<file path="src/sv/mwm_pkg.sv">
// Shared types and constants for the mecanum wheel mixer.
// No dependencies; imported by every module of the block.
package mwm_pkg;

    localparam int FRAC_BITS_DEF = 16;
    localparam int WHEELS        = 4;
    localparam int IN_W          = 32;
    localparam int OUT_W         = 32;
    localparam int RAD_W         = 20;
    localparam int LIM_W         = 31;
    localparam int REV_W         = 4;
    localparam int LW_W          = 54;
    localparam int CFG_IDX_W     = 3;
    localparam int CFG_DATA_W    = 31;
    localparam int QUEUE_DEPTH   = 2;

    localparam logic [CFG_IDX_W-1:0] CFG_RADIUS  = 3'd0;
    localparam logic [CFG_IDX_W-1:0] CFG_HLEN    = 3'd1;
    localparam logic [CFG_IDX_W-1:0] CFG_HWID    = 3'd2;
    localparam logic [CFG_IDX_W-1:0] CFG_LIMIT   = 3'd3;
    localparam logic [CFG_IDX_W-1:0] CFG_REVERSE = 3'd4;

    localparam logic [RAD_W-1:0] RADIUS_RST = 20'd3277;
    localparam logic [RAD_W-1:0] HLEN_RST   = 20'd6554;
    localparam logic [RAD_W-1:0] HWID_RST   = 20'd6554;
    localparam logic [LIM_W-1:0] LIMIT_RST  = 31'd6553600;
    localparam logic [REV_W-1:0] REV_RST    = 4'd0;

    typedef struct packed {
        logic [RAD_W-1:0] radius;
        logic [LIM_W-1:0] limit;
        logic [REV_W-1:0] rev;
        logic             valid;
    } mwm_cfg_t;

endpackage

</file>
<file path="src/sv/mwm_queue.sv">
// Short queue between front and back parts of the mixer.
// Depends on mwm_pkg.
module mwm_queue
    import mwm_pkg::*;
#(
    parameter int WIDTH = 225,
    parameter int DEPTH = QUEUE_DEPTH
)
(
    input  logic             clk,
    input  logic             rst_n,
    input  logic             push,
    input  logic [WIDTH-1:0] push_data,
    output logic             full,
    input  logic             pop,
    output logic             nonempty,
    output logic [WIDTH-1:0] pop_data
);

    localparam int PTR_W = (DEPTH > 1) ? $clog2(DEPTH) : 1;
    localparam int CNT_W = $clog2(DEPTH + 1);

    logic [WIDTH-1:0] mem [DEPTH];
    logic [PTR_W-1:0] wr_ptr_reg;
    logic [PTR_W-1:0] rd_ptr_reg;
    logic [CNT_W-1:0] count_reg;

    assign full     = (count_reg == CNT_W'(DEPTH));
    assign nonempty = (count_reg != '0);
    assign pop_data = mem[rd_ptr_reg];

    // Advance pointers and count
    always_ff @(posedge clk or negedge rst_n)
    begin
        if (!rst_n)
        begin
            wr_ptr_reg <= '0;
            rd_ptr_reg <= '0;
            count_reg  <= '0;
        end
        else
        begin
            if (push)
                wr_ptr_reg <= (wr_ptr_reg == PTR_W'(DEPTH - 1)) ? '0 : wr_ptr_reg + 1'b1;
            if (pop)
                rd_ptr_reg <= (rd_ptr_reg == PTR_W'(DEPTH - 1)) ? '0 : rd_ptr_reg + 1'b1;
            if (push && !pop)
                count_reg <= count_reg + 1'b1;
            else if (pop && !push)
                count_reg <= count_reg - 1'b1;
        end
    end

    // Store entries
    always_ff @(posedge clk)
    begin
        if (push)
            mem[wr_ptr_reg] <= push_data;
    end

endmodule

</file>
<file path="config.mk">
export PLATFORM = sky130hd
export DESIGN_NAME = mwm_queue
export DESIGN_NICKNAME = d
export VERILOG_FILES = /design/src/sv/mwm_pkg.sv /design/src/sv/mwm_queue.sv
export SDC_FILE = /design/constraint.sdc
export NUM_CORES = 1
export LEC_CHECK = 0
export BUFFER_PORTS_ARGS = -buffer_cell sky130_fd_sc_hd__clkbuf_2
export CAP_MARGIN = 20
export CORE_UTILIZATION = 30
export CTS_BUF_LIST = sky130_fd_sc_hd__clkbuf_8
export DETAILED_ROUTE_END_ITERATION = 12
export SLEW_MARGIN = 20
export SYNTH_ARGS = -nofsm -noshare
export SYNTH_HDL_FRONTEND = slang
export SYNTH_SLANG_ARGS = --single-unit
</file>
<file path="constraint.sdc">
create_clock -name clk -period 29.8 [get_ports clk]
set_input_delay 2.98 -clock clk [delete_from_list [all_inputs] [get_ports clk]]
set_output_delay 2.98 -clock clk [all_outputs]
set_load 0.02 [all_outputs]
</file>
==> impl_metrics.yaml <==
status:
  status: "finished clean"
floorplan:
  core_um2: 55520
  die_h_um: 240.0
  die_x_um: 240.0
  start_util: 0.3060
  fp-row-count: 86
  die_area_um2: 57600
  io_pins: 456
place:
  port_buffers: 455
  globalplace.congestion: 0.7433
  dpl.hpwl_um: 24000
  place_area_um2: 20080
pwr:
  cellInternalPower_mw: 1.428
  power_leakage_nw: 8.569
  seqPwrFrac: 0.421
  p_per_area_nw_per_um2: 98.46
  vdd_drop_max_mv: 0.05957
  swShare: 0.3262
  clockPowerShare: 0.247
  p_switching_uw: 691.5
  power_frac_comb: 0.331
  p_total_mw: 2.120
clock_network:
  cts_resized: 0
  clkSlewWorstSetupHoldPaths_ps: 60
  cts_root_buf: "clkbuf_8"
  clock_sinks: 454
  clock_latency_ps: 630
  cts_buffer_depth: 3
  ctsHoldBuffers: 0
  post-cts-setup-buffers: 0
  cts_max_level: 3
  cts_made_buffers: 77
  cts_tree: "done"
timing:
  final-setup-viol-count: 0
  fin_setup_tns_ps: 0
  finalHoldViolCount: 0
  fmax_ghz: 0.1427
  slew_viol_final: 0
  post-route-period-util: 0.2352
  tightest_slew_ps: 1073
  relSlewSlack: 0.2850
  skew_ps: 27.79
  rsz0062_at_grt: "false"
  layout_min_cycle_time_ps: 7009
global_route:
  grt_use_total: 0.1204
  antenna_found_initial: 1
  grt_max_degree: 71
  grt-ovfl-total: 0
  grt_pass1_wl_um: 51980
  grt_pass1_vias: 9039
logic_synthesis:
  netlist_area_um2: 16990
  synthCells: 716
  netlist.area_leader.share: 0.7952
  synth_cell_types: 14
  seq_area_frac_synth: 0.8011
  avgSynthCellArea_um2: 23.73
  ys_ff_latch: 454
  ys_warn_count: 0
  yosys-top-cells-area: "edfxtp_1 80%, mux2_4 12%, mux2_2 5.6%"
  yosys.area.top_type: "edfxtp_1"
  syn_nets: 946
cells_and_area:
  fillers: 5194
  multi_input_area_um2: 3154
  finalInstanceArea_um2: 21530
  largest_reg_flops: 450
  drive_gt1_frac: 0.6102
  syn_to_final_growth_pct: 26.71
  final_common_cell: "clkbuf_2"
  fin_nets: 1465
  register_area_um2: 13620
  final_cell_mix: "455 x clkbuf_2, 450 x edfxtp_1, 140 x mux2_4, 85 x mux2_2, 80 x clkbuf_8"
critical_path:
  arrival_ps: 4030
  path_class: "reg2out"
  cp-start-kind: "flip-flop"
  path_common_cell: "buf_4"
  path_cells: "buf_4 -> buf_4 -> mux2_4 -> clkbuf_2"
  r2r_slack_ps: 26770
  path_max_fanout: 60
  r2r_cells: 3
  max_stage_delay_ps: 940
  required_ps: 26820
  r2r_end: "mem[1][91]$_DFFE_PP_"
  cp_slowest_cell: "dfrtp_4"
  r2r_start: "wr_ptr_reg$_DFFE_PN0P_"
  critPathCaptureType: "output port"
worst_hold_path:
  hp-class: "reg2reg"
  hold_depth: 1
  hold_end: "count_reg[1]$_DFFE_PN0P_"
  hold_start: "count_reg[1]$_DFFE_PN0P_"
routing:
  wl_per_cell_um: 17.31
  avgViaCountPerCell: 4.144
  wl_um: 35360
  dr.pass1.iters: 6
  drc: 0
  num_vias: 8462
  ant_nets: 0
  drt-initial-drc-count: 272
flow_run:
  max-cap-violations: 0
## power by group through the flow
| stage | logic, mW | clock network, mW | registers (mW) |
|---|---|---|---|
| final | 0.702 | 0.525 | 0.893 |
| after global routing | 0.747 | 0.575 | 0.905 |
| after CTS | 0.717 | 0.547 | 0.895 |
| after detailed placement | 0.716 | 0 | 0.908 |
| after global placement | 0.710 | 0 | 0.904 |
| after floorplan | 0.531 | 0 | 0.921 |
## synth_stat cells, drive strengths merged
master / instances
inv: 1
xor2: 4
buf: 25
nor2: 1
or2: 1
mux2: 225
dfrtp: 4
and2: 1
edfxtp: 450
nor2b: 2
xnor2: 1
ha: 1
## layer usage
| layer | track usage | part of all wire | up-vias |
|---|---|---|---|
| met5 | 0 | 0 | - |
| met4 | 0.05829 | 0.026 | 0 |
| met3 | 0.04948 | 0.092 | 53 |
| met2 | 0.1981 | 0.50 | 343 |
| met1 | 0.1347 | 0.38 | 4146 |
| li1 | - | - | 3920 |
## critical path: cells and delay by family (launching register included)
family | cells | cell delay (ps)
DFF | 1 | 940
muxes | 1 | 360
buffers and inverters | 3 | 1880
## metrics by stage
stage          cells  setup slack [ps]  hold slack, ps    util
2_1_floorplan    716             16290           447.4       -
3_3_place_gp    1903             23440           463.6  0.3612
3_5_place_dp    1904             23380           468.2  0.3616
4_1_cts         2041             22630           484.6  0.3877
5_1_grt         2042             22510           520.1  0.3878
6_report        2042             22790           486.7  0.3878
## cell families after synthesis
kind of cell  count (synthesis)  share of synthesized area
flops                       454                     0.8011
simple gates                  5                   0.001694
buf+inv                      26                    0.01384
fa+ha+maj                     1                  0.0007362
xor+xnor                      5                   0.002577
mux                         225                     0.1800
## how the worst max path moves through the flow
stage / cells past startpoint / slack [ps] / start / end
global route: 4 / 22510 / rd_ptr_reg$_DFFE_PN0P_ / pop_data[115]
floorplan: 1 / 16290 / push / mem[0][0]$_DFFE_PP_
detailed placement: 4 / 23380 / rd_ptr_reg$_DFFE_PN0P_ / pop_data[162]
global placement: 4 / 23440 / rd_ptr_reg$_DFFE_PN0P_ / pop_data[86]
CTS: 4 / 22630 / rd_ptr_reg$_DFFE_PN0P_ / pop_data[162]
finish: 4 / 22790 / rd_ptr_reg$_DFFE_PN0P_ / pop_data[87]
## cell type report
cell class,count,area share
Clock inverter,57,0.01633
Antenna cell,1,0.0001162
Sequential cell,454,0.6324
Timing Repair Buffer,465,0.1098
Clock buffer,80,0.05114
Tap cell,748,0.04347
Inverter,1,0.0001743
Multi-Input combinational cell,236,0.1465
Power figures use the tool's default switching activity.
