### config.mk
export PLATFORM = sky130hd
export DESIGN_NAME = mwm_front
export DESIGN_NICKNAME = d
export VERILOG_FILES = /design/src/sv/mwm_pkg.sv /design/src/sv/mwm_front.sv
export SDC_FILE = /design/constraint.sdc
export NUM_CORES = 2
export LEC_CHECK = 0
export BUFFER_PORTS_ARGS = -buffer_cell sky130_fd_sc_hd__buf_2
export CORE_UTILIZATION = 60
export DETAILED_ROUTE_END_ITERATION = 16
export PLACE_DENSITY = 0.8
export SLEW_MARGIN = 20
export SYNTH_ARGS = -nofsm -noshare
export SYNTH_HDL_FRONTEND = slang
export SYNTH_SLANG_ARGS = --single-unit
### constraint.sdc
create_clock -name clk -period 16.43 [get_ports clk]
set_clock_uncertainty 0.15 [all_clocks]
set_input_delay 1.643 -clock clk [delete_from_list [all_inputs] [get_ports clk]]
set_output_delay 1.643 -clock clk [all_outputs]
set_load 0.1 [all_outputs]
### src/sv/mwm_pkg.sv
// Shared types and constants for the mecanum wheel mixer.
// No dependencies; imported by every module of the block.
package mwm_pkg;

    localparam int FRAC_BITS_DEF = 16;
    localparam int WHEELS        = 4;
    localparam int IN_W          = 32;
    localparam int OUT_W         = 32;
    localparam int RAD_W         = 20;
    localparam int LIM_W         = 31;
    localparam int REV_W         = 4;
    localparam int LW_W          = 54;
    localparam int CFG_IDX_W     = 3;
    localparam int CFG_DATA_W    = 31;
    localparam int QUEUE_DEPTH   = 2;

    localparam logic [CFG_IDX_W-1:0] CFG_RADIUS  = 3'd0;
    localparam logic [CFG_IDX_W-1:0] CFG_HLEN    = 3'd1;
    localparam logic [CFG_IDX_W-1:0] CFG_HWID    = 3'd2;
    localparam logic [CFG_IDX_W-1:0] CFG_LIMIT   = 3'd3;
    localparam logic [CFG_IDX_W-1:0] CFG_REVERSE = 3'd4;

    localparam logic [RAD_W-1:0] RADIUS_RST = 20'd3277;
    localparam logic [RAD_W-1:0] HLEN_RST   = 20'd6554;
    localparam logic [RAD_W-1:0] HWID_RST   = 20'd6554;
    localparam logic [LIM_W-1:0] LIMIT_RST  = 31'd6553600;
    localparam logic [REV_W-1:0] REV_RST    = 4'd0;

    typedef struct packed {
        logic [RAD_W-1:0] radius;
        logic [LIM_W-1:0] limit;
        logic [REV_W-1:0] rev;
        logic             valid;
    } mwm_cfg_t;

endpackage

### src/sv/mwm_front.sv
// Front part: configuration registers, request intake, wheel sums and magnitudes.
// Depends on mwm_pkg.
module mwm_front
    import mwm_pkg::*;
#(
    parameter int FRAC_BITS = FRAC_BITS_DEF,
    parameter int MAG_W     = 55
)
(
    input  logic                    clk,
    input  logic                    rst_n,
    input  logic                    cfg_we,
    input  logic [CFG_IDX_W-1:0]    cfg_addr,
    input  logic [CFG_DATA_W-1:0]   cfg_wdata,
    input  logic                    s_tvalid,
    output logic                    s_tready,
    input  logic [3*IN_W-1:0]       s_tdata,
    output mwm_cfg_t                cfg,
    input  logic                    full,
    output logic                    push,
    output logic [4*MAG_W+4:0]      push_data
);

    logic [RAD_W-1:0] radius_reg;
    logic [RAD_W-1:0] hlen_reg;
    logic [RAD_W-1:0] hwid_reg;
    logic [LIM_W-1:0] limit_reg;
    logic [REV_W-1:0] rev_reg;

    // Write configuration registers
    always_ff @(posedge clk or negedge rst_n)
    begin
        if (!rst_n)
        begin
            radius_reg <= RADIUS_RST;
            hlen_reg   <= HLEN_RST;
            hwid_reg   <= HWID_RST;
            limit_reg  <= LIMIT_RST;
            rev_reg    <= REV_RST;
        end
        else if (cfg_we)
        begin
            unique case (cfg_addr)
                CFG_RADIUS:  radius_reg <= cfg_wdata[RAD_W-1:0];
                CFG_HLEN:    hlen_reg   <= cfg_wdata[RAD_W-1:0];
                CFG_HWID:    hwid_reg   <= cfg_wdata[RAD_W-1:0];
                CFG_LIMIT:   limit_reg  <= cfg_wdata[LIM_W-1:0];
                CFG_REVERSE: rev_reg    <= cfg_wdata[REV_W-1:0];
                default:     ;
            endcase
        end
    end

    assign cfg.radius = radius_reg;
    assign cfg.limit  = limit_reg;
    assign cfg.rev    = rev_reg;
    assign cfg.valid  = (radius_reg != '0) && (limit_reg != '0);

    // Stage one: capture request and lever times yaw rate
    logic                    s1_valid_reg;
    logic signed [IN_W-1:0]  vf_reg;
    logic signed [IN_W-1:0]  vs_reg;
    logic signed [LW_W-1:0]  lw_reg;
    logic [RAD_W:0]          lever;
    logic signed [LW_W-1:0]  lw_next;

    assign lever    = {1'b0, hlen_reg} + {1'b0, hwid_reg};
    assign lw_next  = $signed({1'b0, lever}) * $signed(s_tdata[3*IN_W-1:2*IN_W]);
    assign push     = s1_valid_reg && !full;
    assign s_tready = !s1_valid_reg || !full;

    always_ff @(posedge clk or negedge rst_n)
    begin
        if (!rst_n)
            s1_valid_reg <= 1'b0;
        else if (s_tready)
            s1_valid_reg <= s_tvalid;
    end

    always_ff @(posedge clk)
    begin
        if (s_tvalid && s_tready)
        begin
            vf_reg <= s_tdata[IN_W-1:0];
            vs_reg <= s_tdata[2*IN_W-1:IN_W];
            lw_reg <= lw_next;
        end
    end

    // Stage two: exact wheel sums, then sign and magnitude
    logic signed [IN_W:0]    dif;
    logic signed [IN_W:0]    add;
    logic signed [MAG_W-1:0] dif_w;
    logic signed [MAG_W-1:0] add_w;
    logic signed [MAG_W-1:0] lw_w;
    logic signed [MAG_W-1:0] sum [WHEELS];
    logic [MAG_W-1:0]        mag [WHEELS];
    logic [WHEELS-1:0]       neg;

    always_comb
    begin
        dif    = {vf_reg[IN_W-1], vf_reg} - {vs_reg[IN_W-1], vs_reg};
        add    = {vf_reg[IN_W-1], vf_reg} + {vs_reg[IN_W-1], vs_reg};
        dif_w  = MAG_W'(dif) <<< FRAC_BITS;
        add_w  = MAG_W'(add) <<< FRAC_BITS;
        lw_w   = MAG_W'(lw_reg);
        sum[0] = dif_w - lw_w;
        sum[1] = add_w + lw_w;
        sum[2] = add_w - lw_w;
        sum[3] = dif_w + lw_w;
        for (int k = 0; k < WHEELS; k++)
        begin
            neg[k] = sum[k][MAG_W-1];
            mag[k] = neg[k] ? MAG_W'(-sum[k]) : MAG_W'(sum[k]);
        end
    end

    assign push_data = {cfg.valid, neg, mag[3], mag[2], mag[1], mag[0]};

endmodule

==> results.cfg <==
[yosys]
ys_async_sr_fraction = 0.449
syn-cell-area_mm2 = 0.0486
muxShareOfSynthArea = 0.0224
ys_warn_count = 0
synth_xor_area_frac = 0.0834
synth_edf_count = 118
yosys.area_share.simple = 0.173
ys_ff_latch = 214
synth_compound_area_frac = 0.135
syn-num-nets = 6891
synth_top_family_by_area = adder cells
postSynthCellCount = 5706
synth-adder-area-share = 0.374
avgSynthCellArea_um2 = 8.52
synthFlopType = edfxtp_1
synth.distinct_cells = 90
yosysSeqAreaShare = 0.123

[global_route]
grt.total_usage = 0.364
grt_pass1_wl_mm = 233
grt_max_degree = 97
grt_overflow = 0
antenna_found_initial = 4
grt_pass1_vias = 42800

[drt]
ant_nets = 0
wirelength_mm = 150
drc = 0
vias_per_cell = 6.06
wl_per_cell_um = 21.5
first_iter_violations = 3553
vias = 42300
dr.pass1.iters = 6

[sta]
setup_tns_ns = 0
rsz0062_at_grt = false
tightestPinTransition_ns = 1.15
hold_viol = 0
period_share = 0.697
slew_headroom = 0.210
fmax_ghz = 0.0874
setup-violations-final = 0
drv_slew = 0
min_period_ns = 11.44

[layout]
area_delta_synth_final_pct = 7.56
drive_gt1_frac = 0.117
fin_nets = 7092
finalCoreUtilization = 0.650
largest_reg_flops = 54

[clocking]
clk_latency_ns = 0.59
clk_pin_slew_ns = 0.07
cts_resized = 0
cts-hold-fix-buffers = 0
cts.sinks = 214
cts-root-buf = clkbuf_16
clockBufferDepth = 3
htree_levels = 1
cts_tree = done
numCtsBuffers = 25
post_cts_buffers = 0

[worst_setup_path]
crit_fanout = 29
reg2reg_setup_slack_ns = 5.37
crit_path_top_delay_cell = clkinv_1
r2r_end = lw_reg[53]$_DFFE_PP_
worst-endpoint-required_ns = 14.64
crit_path_end_kind = output pin
cp-start-kind = flip-flop
reg2reg_depth = 32
crit_type = flip-flop to output pin
max_stage_delay_ns = 0.89
r2r_start = hlen_reg[1]$_DFFE_PN1P_
crit_family = compound AO/OA/AOI/OAI gates
crit_arrival_ns = 9.65
worst-path-buf-inv = 5

[placement]
dp_hpwl_mm = 121
io_buffers = 417
place_congestion = 1.01

[worst_hold_path]
min-delay-start = rev_reg[3]$_DFFE_PN0P_
hold_end = rev_reg[3]$_DFFE_PN0P_
hold-path-cell-count = 1
hp-class = flip-flop to flip-flop

[floorplanning]
ios = 418
core.rowCount = 104
start_util = 0.605
dieArea_mm2 = 0.0822
core-area_mm2 = 0.0804
die_h_um = 287
die_w_um = 287

[flow_run]
max_cap_viol_count = 0

[outcome]
run_status = finished, final reports clean
## placed cells by master, fill, tap and decap left out, types with 118 or more instances in the layout
cell type / instances
inv_1: 849
fa_1: 673
nand2_1: 664
buf_2: 416
ha_1: 377
xnor2_1: 339
a21oi_1: 321
nor2_1: 291
and2_1: 232
o21ai_0: 169
edfxtp_1: 118
## worst register-to-register path, delay by kind of cell, from the launching register on
family / cells / cell delay [ns]
adders and majority gates: 9 / 4.09
AOI/OAI and AO/OA: 14 / 4.09
xor gates and xnor gates: 2 / 0.95
and+or+nand+nor: 4 / 0.80
DFF: 1 / 0.53
buffers and inverters: 3 / 0.20
## worst max-delay path by stage
stage	from	end	slack, ns	depth (start not counted)
after global placement	hlen_reg[1]$_DFFE_PN1P_	lw_reg[52]$_DFFE_PP_	5.72	36
after floorplan	vf_reg[0]$_DFFE_PP_	push_data[10]	5.73	30
after global routing	vf_reg[0]$_DFFE_PP_	push_data[195]	4.54	30
final	vf_reg[0]$_DFFE_PP_	push_data[195]	4.99	30
after CTS	vf_reg[0]$_DFFE_PP_	push_data[195]	5.11	30
after detailed placement	hlen_reg[1]$_DFFE_PN1P_	lw_reg[52]$_DFFE_PP_	5.50	36
## synth_stat cells (48+ instances only)
cell | number | area share
nand2_1 | 664 | 0.051
mux2_2 | 94 | 0.022
xnor2_1 | 354 | 0.064
dfrtp_1 | 72 | 0.037
nand2b_1 | 74 | 0.0095
edfxtp_1 | 118 | 0.073
xor2_1 | 109 | 0.020
nand3_1 | 66 | 0.0068
nor2_1 | 293 | 0.023
a31oi_1 | 60 | 0.0077
o21bai_1 | 50 | 0.0077
nor2b_1 | 53 | 0.0068
ha_1 | 377 | 0.097
inv_1 | 849 | 0.066
nor4_1 | 48 | 0.0062
nor3_1 | 106 | 0.011
a21oi_1 | 321 | 0.033
and2_1 | 233 | 0.030
a21o_1 | 106 | 0.016
fa_1 | 673 | 0.28
clkbuf_1 | 249 | 0.019
o21ai_0 | 169 | 0.017
## area by class of cell
cell class	instances	area (µm²)
tap	1060	1330
antenna	3	7.51
sequential	214	5980
clock inverter	11	143
timing repair buffer	455	2400
clock buffer	34	692
inverter	857	3220
fill	6667	28100
multi-input combinational	4354	38500
## layer usage
layer,GRT usage,vias to the layer above,wire (µm),share of wire
met5,0,-,26,0.00017
met4,0.133,4,6200,0.041
met3,0.0664,414,14200,0.094
met2,0.598,2103,69300,0.46
met1,0.481,20700,60400,0.40
li1,-,19100,-,-
## logic make-up after synthesis
| kind of cell | Yosys count |
|---|---|
| AND/OR/NAND/NOR | 1732 |
| buffers and inverters | 1138 |
| adder cells (fa/ha/maj) | 1050 |
| AO/OA/AOI/OAI | 1012 |
| XOR/XNOR | 463 |
| flip-flops | 214 |
| multiplexers | 97 |
## per-stage QoR
step                cell area [µm²]  setup slack, ns  std cells  hold slack, ns
finish                        52300             4.99       6988           0.360
global route                  52300             4.54       6987           0.378
CTS                           52300             5.11       6984           0.362
detailed placement            51400             5.50       6939           0.346
global placement              51400             5.72       6939           0.336
floorplan                     48600             5.73       5706           0.335
Power is not shown: default switching activity piles up to over one toggle a cycle in this logic, so the estimate is an artifact.
